[config.mk]
export PLATFORM = sky130hd
export DESIGN_NAME = top_k_record_table_unit
export DESIGN_NICKNAME = d
export VERILOG_FILES = /design/src/rtl/core/tkrt_pkg.sv /design/src/rtl/core/top_k_record_table_unit.sv /design/src/rtl/core/tkrt_ctrl.sv /design/src/rtl/core/tkrt_datapath.sv
export SDC_FILE = /design/constraint.sdc
export NUM_CORES = 1
export LEC_CHECK = 0
export BUFFER_PORTS_ARGS = -buffer_cell sky130_fd_sc_hd__buf_4
export CAP_MARGIN = 20
export CORE_MARGIN = 10
export CORE_UTILIZATION = 35
export DETAILED_ROUTE_END_ITERATION = 16
export PLACE_DENSITY = 0.62
export REMOVE_ABC_BUFFERS = 1
export SLEW_MARGIN = 20
export SYNTH_ARGS = -nofsm -noshare
export SYNTH_HDL_FRONTEND = slang
export SYNTH_HIERARCHICAL = 1
export SYNTH_SLANG_ARGS = --single-unit
[constraint.sdc]
create_clock -name clk_i -period 8.44 [get_ports clk_i]
set_clock_uncertainty 0.15 [all_clocks]
set_input_delay 1.266 -clock clk_i [delete_from_list [all_inputs] [get_ports clk_i]]
set_output_delay 1.266 -clock clk_i [all_outputs]
set_load 0.01 [all_outputs]
[src/rtl/core/tkrt_pkg.sv]
`default_nettype none

package tkrt_pkg;

  // Default number of table entries.
  localparam int unsigned TableDepthDefault = 8;

  // Fixed field widths of the transfer payload.
  localparam int unsigned RecTotalW  = 32;
  localparam int unsigned SlotTotalW = 31;
  localparam int unsigned RecScoreW  = 32;
  localparam int unsigned RecTimeW   = 24;
  localparam int unsigned ReadIdxW   = 3;
  localparam int unsigned RankW      = 3;
  localparam int unsigned FillW      = 4;

  // Request codes.
  localparam logic REQ_INSERT = 1'b0;
  localparam logic REQ_READ   = 1'b1;

  typedef enum logic {
    ST_IDLE,
    ST_BUSY
  } tkrt_state_e;

  // Commands from the controller to the datapath.
  typedef struct packed {
    logic capture;  // latch the input transfer
    logic execute;  // run the request and load the result register
  } tkrt_cmd_t;

endpackage

`default_nettype wire

[src/rtl/core/top_k_record_table_unit.sv]
`default_nettype none

// Top-k record table. Holds up to TableDepth records (total, score, time)
// sorted by descending total; on equal totals the older record stays ahead.
// An insert request (req_type 0) with a total of zero or less is dropped; any
// other record goes in front of the first held record with a smaller total,
// the entries below it move down one place and the last one falls off. A
// record that would land past the last place is not placed. Every request
// gives exactly one result: an insert reports placed and new_rank, a read
// (req_type 1) reports entry_valid and the record at read_index, zero fields
// when that place is empty; fill_count always shows the records now held.
// Timing: an item is latched on its input transfer and executed once the
// result register is free and takes its result; no new item is taken until
// the item has executed. The input register and the result register are
// separate, so the next item is taken while a result still waits for its
// output transfer; a stalled output holds the execute step until the result
// register frees up. All table cells compare with the new total in parallel
// and shift together. The table is empty after reset with no clearing pass.

module top_k_record_table_unit #(
  parameter int unsigned TableDepth = tkrt_pkg::TableDepthDefault
) (
  input  wire logic                                  clk_i,
  input  wire logic                                  rst_ni,
  input  wire logic                                  in_valid_i,
  output logic                                       in_ready_o,
  input  wire logic                                  req_type_i,
  input  wire logic signed [tkrt_pkg::RecTotalW-1:0] rec_total_i,
  input  wire logic signed [tkrt_pkg::RecScoreW-1:0] rec_score_i,
  input  wire logic [tkrt_pkg::RecTimeW-1:0]         rec_time_i,
  input  wire logic [tkrt_pkg::ReadIdxW-1:0]         read_index_i,
  output logic                                       out_valid_o,
  input  wire logic                                  out_ready_i,
  output logic                                       placed_o,
  output logic [tkrt_pkg::RankW-1:0]                 new_rank_o,
  output logic                                       entry_valid_o,
  output logic [tkrt_pkg::SlotTotalW-1:0]            entry_total_o,
  output logic signed [tkrt_pkg::RecScoreW-1:0]      entry_score_o,
  output logic [tkrt_pkg::RecTimeW-1:0]              entry_time_o,
  output logic [tkrt_pkg::FillW-1:0]                 fill_count_o
);
  import tkrt_pkg::*;

  tkrt_cmd_t cmd;

  // Handshake sequencing: capture on input transfer, execute when the
  // result register is free.
  tkrt_ctrl u_ctrl (
    .clk_i       (clk_i),
    .rst_ni      (rst_ni),
    .in_valid_i  (in_valid_i),
    .in_ready_o  (in_ready_o),
    .out_valid_o (out_valid_o),
    .out_ready_i (out_ready_i),
    .cmd_o       (cmd)
  );

  // Table cells, compare-and-shift logic, read select and result register.
  tkrt_datapath #(
    .TableDepth (TableDepth)
  ) u_datapath (
    .clk_i         (clk_i),
    .rst_ni        (rst_ni),
    .cmd_i         (cmd),
    .req_type_i    (req_type_i),
    .rec_total_i   (rec_total_i),
    .rec_score_i   (rec_score_i),
    .rec_time_i    (rec_time_i),
    .read_index_i  (read_index_i),
    .placed_o      (placed_o),
    .new_rank_o    (new_rank_o),
    .entry_valid_o (entry_valid_o),
    .entry_total_o (entry_total_o),
    .entry_score_o (entry_score_o),
    .entry_time_o  (entry_time_o),
    .fill_count_o  (fill_count_o)
  );

endmodule

`default_nettype wire

[src/rtl/core/tkrt_ctrl.sv]
`default_nettype none

module tkrt_ctrl (
  input  wire logic              clk_i,
  input  wire logic              rst_ni,
  input  wire logic              in_valid_i,
  output logic                   in_ready_o,
  output logic                   out_valid_o,
  input  wire logic              out_ready_i,
  output tkrt_pkg::tkrt_cmd_t    cmd_o
);
  import tkrt_pkg::*;

  tkrt_state_e state_q, state_d;
  logic        out_valid_q, out_valid_d;
  logic        exec_ok;

  // The result register is free when empty or being drained this cycle.
  assign exec_ok = !out_valid_q || out_ready_i;

  always_comb begin
    state_d = state_q;
    case (state_q)
      ST_IDLE: begin
        if (in_valid_i) begin
          state_d = ST_BUSY;
        end
      end
      ST_BUSY: begin
        if (exec_ok) begin
          state_d = ST_IDLE;
        end
      end
      default: state_d = ST_IDLE;
    endcase
  end

  always_comb begin
    in_ready_o    = 1'b0;
    cmd_o.capture = 1'b0;
    cmd_o.execute = 1'b0;
    case (state_q)
      ST_IDLE: begin
        in_ready_o    = 1'b1;
        cmd_o.capture = in_valid_i;
      end
      ST_BUSY: begin
        cmd_o.execute = exec_ok;
      end
      default: ;
    endcase
  end

  always_comb begin
    out_valid_d = out_valid_q;
    if (cmd_o.execute) begin
      out_valid_d = 1'b1;
    end else if (out_ready_i) begin
      out_valid_d = 1'b0;
    end
  end

  assign out_valid_o = out_valid_q;

  always_ff @(posedge clk_i or negedge rst_ni) begin
    if (!rst_ni) begin
      state_q     <= ST_IDLE;
      out_valid_q <= 1'b0;
    end else begin
      state_q     <= state_d;
      out_valid_q <= out_valid_d;
    end
  end

endmodule

`default_nettype wire

[src/rtl/core/tkrt_datapath.sv]
`default_nettype none

module tkrt_datapath #(
  parameter int unsigned TableDepth = tkrt_pkg::TableDepthDefault
) (
  input  wire logic                                 clk_i,
  input  wire logic                                 rst_ni,
  input  wire tkrt_pkg::tkrt_cmd_t                  cmd_i,
  input  wire logic                                 req_type_i,
  input  wire logic signed [tkrt_pkg::RecTotalW-1:0] rec_total_i,
  input  wire logic signed [tkrt_pkg::RecScoreW-1:0] rec_score_i,
  input  wire logic [tkrt_pkg::RecTimeW-1:0]        rec_time_i,
  input  wire logic [tkrt_pkg::ReadIdxW-1:0]        read_index_i,
  output logic                                      placed_o,
  output logic [tkrt_pkg::RankW-1:0]                new_rank_o,
  output logic                                      entry_valid_o,
  output logic [tkrt_pkg::SlotTotalW-1:0]           entry_total_o,
  output logic signed [tkrt_pkg::RecScoreW-1:0]     entry_score_o,
  output logic [tkrt_pkg::RecTimeW-1:0]             entry_time_o,
  output logic [tkrt_pkg::FillW-1:0]                fill_count_o
);
  import tkrt_pkg::*;

  localparam int unsigned IdxW  = (TableDepth > 1) ? $clog2(TableDepth) : 1;
  localparam int unsigned CntW  = $clog2(TableDepth + 1);
  localparam int unsigned WideW = (CntW > FillW) ? CntW : FillW;

  // Captured request
  logic                  req_q;
  logic [RecTotalW-1:0]  total_q;
  logic [RecScoreW-1:0]  score_q;
  logic [RecTimeW-1:0]   time_q;
  logic [ReadIdxW-1:0]   idx_q;

  // Table cells, kept sorted with the largest total at index 0
  logic [SlotTotalW-1:0] slot_total_q [TableDepth];
  logic [RecScoreW-1:0]  slot_score_q [TableDepth];
  logic [RecTimeW-1:0]   slot_time_q  [TableDepth];
  logic [CntW-1:0]       held_q, held_d;

  // Result register
  logic                  placed_q;
  logic [IdxW-1:0]       rank_q;
  logic                  ent_vld_q;
  logic [SlotTotalW-1:0] ent_total_q;
  logic [RecScoreW-1:0]  ent_score_q;
  logic [RecTimeW-1:0]   ent_time_q;
  logic [CntW-1:0]       fill_q;

  logic [SlotTotalW-1:0] ins_total;
  logic                  total_pos;
  logic                  ins_go;
  logic                  fits;
  logic [TableDepth-1:0] keep_ahead;
  logic [TableDepth-1:0] load;
  logic [TableDepth-1:0] shift;
  logic [IdxW-1:0]       rank;
  logic                  rd_valid;
  logic [SlotTotalW-1:0] rd_total;
  logic [RecScoreW-1:0]  rd_score;
  logic [RecTimeW-1:0]   rd_time;
  logic [WideW-1:0]      rank_ext;
  logic [WideW-1:0]      fill_ext;

  assign ins_total = total_q[SlotTotalW-1:0];
  assign total_pos = !total_q[RecTotalW-1] && (total_q != '0);
  assign ins_go    = cmd_i.execute && (req_q == REQ_INSERT) && total_pos;

  // Each cell compares its own total against the new one; a held entry with
  // an equal or larger total stays ahead of the newcomer.
  always_comb begin
    for (int k = 0; k < TableDepth; k++) begin
      keep_ahead[k] = (held_q > CntW'(k)) && (ins_total <= slot_total_q[k]);
    end
  end

  assign load[0]  = !keep_ahead[0];
  assign shift[0] = 1'b0;

  for (genvar k = 1; k < TableDepth; k++) begin : g_cell_ctl
    assign load[k]  = !keep_ahead[k] && keep_ahead[k-1];
    assign shift[k] = !keep_ahead[k] && !keep_ahead[k-1];
  end

  assign fits = !keep_ahead[TableDepth-1];

  always_comb begin
    rank = '0;
    for (int k = 0; k < TableDepth; k++) begin
      if (load[k]) begin
        rank = rank | IdxW'(k);
      end
    end
  end

  always_comb begin
    held_d = held_q;
    if (ins_go && fits && (held_q != CntW'(TableDepth))) begin
      held_d = held_q + CntW'(1);
    end
  end

  // Read port
  assign rd_valid = WideW'(idx_q) < WideW'(held_q);

  always_comb begin
    rd_total = '0;
    rd_score = '0;
    rd_time  = '0;
    for (int k = 0; k < TableDepth; k++) begin
      if (WideW'(k) == WideW'(idx_q)) begin
        rd_total = slot_total_q[k];
        rd_score = slot_score_q[k];
        rd_time  = slot_time_q[k];
      end
    end
  end

  always_ff @(posedge clk_i) begin
    if (cmd_i.capture) begin
      req_q   <= req_type_i;
      total_q <= rec_total_i;
      score_q <= rec_score_i;
      time_q  <= rec_time_i;
      idx_q   <= read_index_i;
    end
  end

  // Cell 0 only ever takes the new record; deeper cells take it or their
  // upper neighbour.
  always_ff @(posedge clk_i) begin
    if (ins_go && load[0]) begin
      slot_total_q[0] <= ins_total;
      slot_score_q[0] <= score_q;
      slot_time_q[0]  <= time_q;
    end
  end

  for (genvar k = 1; k < TableDepth; k++) begin : g_cell
    always_ff @(posedge clk_i) begin
      if (ins_go && load[k]) begin
        slot_total_q[k] <= ins_total;
        slot_score_q[k] <= score_q;
        slot_time_q[k]  <= time_q;
      end else if (ins_go && fits && shift[k]) begin
        slot_total_q[k] <= slot_total_q[k-1];
        slot_score_q[k] <= slot_score_q[k-1];
        slot_time_q[k]  <= slot_time_q[k-1];
      end
    end
  end

  always_ff @(posedge clk_i or negedge rst_ni) begin
    if (!rst_ni) begin
      held_q <= '0;
    end else begin
      held_q <= held_d;
    end
  end

  always_ff @(posedge clk_i) begin
    if (cmd_i.execute) begin
      placed_q    <= ins_go && fits;
      rank_q      <= (ins_go && fits) ? rank : '0;
      ent_vld_q   <= (req_q == REQ_READ) && rd_valid;
      ent_total_q <= ((req_q == REQ_READ) && rd_valid) ? rd_total : '0;
      ent_score_q <= ((req_q == REQ_READ) && rd_valid) ? rd_score : '0;
      ent_time_q  <= ((req_q == REQ_READ) && rd_valid) ? rd_time : '0;
      fill_q      <= held_d;
    end
  end

  assign rank_ext = WideW'(rank_q);
  assign fill_ext = WideW'(fill_q);

  assign placed_o      = placed_q;
  assign new_rank_o    = rank_ext[RankW-1:0];
  assign entry_valid_o = ent_vld_q;
  assign entry_total_o = ent_total_q;
  assign entry_score_o = ent_score_q;
  assign entry_time_o  = ent_time_q;
  assign fill_count_o  = fill_ext[FillW-1:0];

endmodule

`default_nettype wire

==> impl_summary.log <==
INFO  metric outcome = complete, no violations
INFO  metric seq_area_frac_synth = 56.8%
INFO  metric cts-resized-gates = 0
INFO  metric die_area = between 100000 and 150000 um2
INFO  metric first_global_vias = between 30000 and 40000
INFO  metric worst-endpoint-arrival = 5.76 ns
INFO  metric edff_count_synth = 884
INFO  metric synth_area_leader_cell = sky130_fd_sc_hd__edfxtp_1
INFO  metric cts_post_setup_buffers_inserted = 0
INFO  metric remaining_antenna_violation_count = 0
INFO  metric grt_use_total = 17.6%
INFO  metric cellLeakagePower = 19.8 nW
INFO  metric via_per_inst = 5.48
INFO  metric share_clk_of_total_power = 35.4%
INFO  metric cap_violations = 0
INFO  metric power-per-cell-area = 227 nW/um2
INFO  metric layout.cell_area.non_filler = 53900 um2
INFO  metric die_w = 386 um
INFO  metric detail_route.drc_violations = 0
INFO  metric grt_antenna_before_repair = 8
INFO  metric final_hold_viol_count = 0
INFO  metric synth_area_in_xor_xnor = less than 1%
INFO  metric worst_setup_hold_path_clk_slew = ~0.06 ns
INFO  metric ys.warnings.count = 6
INFO  metric ioPinCount = around 190
INFO  metric route.final.wire_length = 136000 um
INFO  metric layout_cell_share_with_drive_strength_beyond_1 = 31.3%
INFO  metric syn_avg_cell_area = 14.1 um2
INFO  metric floorplan.die.height = about 390 um
INFO  metric share_seq_of_total_power = 45.9%
INFO  metric layout_setup_ws = 2.97 ns
INFO  metric tritoncts.num_buffers = 102
INFO  metric pin_count_of_the_biggest_net_entering_global_routing = about 90
INFO  metric synth-compound-area-share = 7.30%
INFO  metric numClockSinks = between 800 and 900
INFO  metric postSynthCellCount = ~3300
INFO  metric power_switching_share = 28.7%
INFO  metric post_synth_fa_ha_maj_area_fraction = 6.76%
INFO  metric tightest_slew = 1.22 ns
INFO  metric totalPowerFinal = around 0.012 W
INFO  metric wl_per_cell = ~25 um
INFO  metric grt_pass1_wl = slightly above 200000 um
INFO  metric dpl-instance-area = roughly 50000 um2
INFO  metric pre_cts_ws = 2.98 ns
INFO  metric vias = about 30000
INFO  metric startpoint_type = register
INFO  metric final.setup.tns = 0 ns
INFO  metric yosys_register_bits = 890
INFO  metric rsz0062_at_grt = no
INFO  metric postSynth.topFlopCell = sky130_fd_sc_hd__edfxtp_1
INFO  metric asyncSetResetFlopFracSynth = 0.674%
INFO  metric initial_core_util = 35.2%
INFO  metric synth.mux.area_fraction = 20.8%
INFO  metric critPathMaxFanout = 57
INFO  metric timing.critical_path.to_type = register
INFO  metric htree_num_levels = 3
INFO  metric gp_congestion = 0.875
INFO  metric row_count = 134
INFO  metric synth-simple-area-share = about 4.2%
INFO  metric post_synth_main_area_contributors = sky130_fd_sc_hd__edfxtp_1 (56%), sky130_fd_sc_hd__mux2_2 (13%), sky130_fd_sc_hd__ha_1 (6.8%)
INFO  metric min_period = 5.47 ns
INFO  metric p_int = 0.00872 W
INFO  metric power_dissipated_by_switching_net_loads = ~0.0035 W
INFO  metric hold_class = primary input to asynchronous set/reset pin
INFO  metric final.period_utilization = 64.8%
INFO  metric synth.cell_area = 47000 um2
INFO  metric synth.distinct_cells = 67
INFO  metric total_half_perimeter_wirelength_after_legalization_and_detailed_placement = approximately 84000 um
INFO  metric required = roughly 8.7 ns
INFO  metric finalNetCount = approximately 3900
INFO  metric postLayoutCoreUtil = 40.4%
INFO  metric detailedRoute.firstPassIterationCount = 7
INFO  metric drt_iter0_drc = between 2000 and 2500
INFO  metric clk_root_buffer_cell = sky130_fd_sc_hd__clkbuf_16
INFO  metric commonest_cells_after_routing_fill_and_taps_aside = sky130_fd_sc_hd__edfxtp_1 (884), sky130_fd_sc_hd__mux2_2 (558), sky130_fd_sc_hd__inv_1 (306)
INFO  metric crit_type = register to register
INFO  metric maxSlewHeadroom = 16.7%
INFO  metric synth.top_cell.area_share = between 50% and 60%
INFO  metric post_cts_hold_buffer_count = 0
INFO  metric clock.fmax = 0.183 GHz
INFO  metric overflow_left_after_global_routing = 0
INFO  metric clock_latency = between 0.7 and 0.8 ns
INFO  metric maxSlewViolCount = 0
INFO  metric coreArea = 133000 um2
INFO  metric clockBufferDepth = 3
INFO  metric synth_top_family_by_area = multiplexers
INFO  metric area_delta_synth_final = 14.6%
INFO  metric finalSetupViolations = 0
INFO  metric worst_ir_drop_vdd = 0.000161 V
INFO  metric fraction_of_power_consumed_by_combinational_cells = 18.6%
INFO  metric most_common_library_cell_in_the_layout_ignoring_fill_and_taps = sky130_fd_sc_hd__edfxtp_1
INFO  metric io_buffers = 193
INFO  metric cts_tree = done
[sequential cells by signal, indices dropped and copies added (netlist names), 3 cells and up]
name	count
u_datapath/entry_score_o	32
u_datapath/entry_time_o	24
u_datapath/entry_total_o	31
u_datapath/fill_count_o	4
u_datapath/held_q	4
u_datapath/idx_q	3
u_datapath/new_rank_o	3
u_datapath/score_q	32
u_datapath/slot_score_q	256
u_datapath/slot_time_q	192
u_datapath/slot_total_q	248
u_datapath/time_q	24
u_datapath/total_q	32
[path summary, 6_finish.rpt]
path	depth (start not counted)	startpoint	endpoint	slack (ns)
hold / removal	1	rst_ni	u_datapath/held_q[1]$_DFF_PN0_	0.19
hold reg to reg	2	u_ctrl/out_valid_o$_DFFE_PN0P_	u_ctrl/out_valid_o$_DFFE_PN0P_	0.40
setup reg to reg	10	u_datapath/total_q[29]$_DFFE_PP_	u_datapath/slot_total_q[1][30]$_DFFE_PP_	2.97
max in group asynchronous	1	rst_ni	u_ctrl/state_q$_DFF_PN0_	7.82
min in group clk_i	2	u_ctrl/out_valid_o$_DFFE_PN0P_	u_ctrl/out_valid_o$_DFFE_PN0P_	0.40
setup / recovery	10	u_datapath/total_q[29]$_DFFE_PP_	u_datapath/slot_total_q[1][30]$_DFFE_PP_	2.97
[worst max-delay path, stage by stage (launching register included)]
cell and delay, ns:
sky130_fd_sc_hd__edfxtp_1 0.69, sky130_fd_sc_hd__ha_1 0.46, sky130_fd_sc_hd__nand4_1 0.26, sky130_fd_sc_hd__nor4_2 0.56, sky130_fd_sc_hd__and4_1 0.37, sky130_fd_sc_hd__a21oi_1 0.14
sky130_fd_sc_hd__a31o_4 0.30, sky130_fd_sc_hd__nand2_4 0.20, sky130_fd_sc_hd__or4_4 0.62, sky130_fd_sc_hd__buf_4 0.97, sky130_fd_sc_hd__mux2_2 0.42
[per-stage QoR]
stage / hold WS [ns] / instances
after floorplan: 0.358 / 3160
after global placement: 0.375 / 5189
after detailed placement: 0.383 / 5189
after CTS: 0.124 / 5376
after global routing: 0.152 / 5376
final: 0.191 / 5377
[synthesized netlist by cell type, types with 8 or more instances]
cell                        instances
sky130_fd_sc_hd__buf_2             59
sky130_fd_sc_hd__buf_6             13
sky130_fd_sc_hd__a21o_1            20
sky130_fd_sc_hd__nor2_1           210
sky130_fd_sc_hd__a2111oi_0         76
sky130_fd_sc_hd__nor4_1            15
sky130_fd_sc_hd__nand3_1           30
sky130_fd_sc_hd__mux2_4            59
sky130_fd_sc_hd__a31oi_1           11
sky130_fd_sc_hd__ha_1             254
sky130_fd_sc_hd__o22a_1            72
sky130_fd_sc_hd__mux2_2           558
sky130_fd_sc_hd__clkbuf_1          80
sky130_fd_sc_hd__inv_1            307
sky130_fd_sc_hd__nand4_1           49
sky130_fd_sc_hd__a211oi_1          18
sky130_fd_sc_hd__a22oi_1           10
sky130_fd_sc_hd__mux2i_1           86
sky130_fd_sc_hd__nand2_1           56
sky130_fd_sc_hd__buf_1              8
sky130_fd_sc_hd__a21oi_1          177
sky130_fd_sc_hd__nor2b_1            9
sky130_fd_sc_hd__a221oi_1          14
sky130_fd_sc_hd__mux4_2            77
sky130_fd_sc_hd__o21ai_0           70
sky130_fd_sc_hd__edfxtp_1         884
sky130_fd_sc_hd__nor3_1            15
[per-layer routing]
layer  vias to the layer above  track usage [%]  share of wire (%)
li1                      13300                -                  -
met1                     15100             24.2                 45
met2                       937             28.6                 47
met3                       164             2.98                6.0
met4                         0             4.65                2.2
met5                         -                0                  0
[power by group through the flow]
stage                     registers (W)  logic [W]  clock network, W
final                           0.00562    0.00228           0.00433
after global routing            0.00566    0.00246           0.00463
after CTS                       0.00562    0.00230           0.00446
after detailed placement        0.00571    0.00229                 0
after global placement          0.00570    0.00226                 0
after floorplan                 0.00576    0.00133                 0
[logic make-up (layout without fill, tap and decap cells)]
group / count (synthesis) / in the layout
DFF: 890 / 890
and+or+nand+nor: 416 / 416
other: 0 / 1
AOI/OAI and AO/OA: 510 / 510
muxes: 780 / 780
xor gates and xnor gates: 2 / 2
adders and majority gates: 254 / 254
buffers and inverters: 473 / 756
[final cells by class]
class                           instances  area, um2
Sequential cell                       890      26700
Antenna cell                            1       2.50
Tap cell                             1768       2210
Fill cell                           12500      79600
Clock inverter                         60        559
Inverter                              308       1160
Clock buffer                          127       2690
Timing Repair Buffer                  261       2100
Multi-Input combinational cell       1962      18500
No activity file was read; power rests on OpenSTA's default activity.
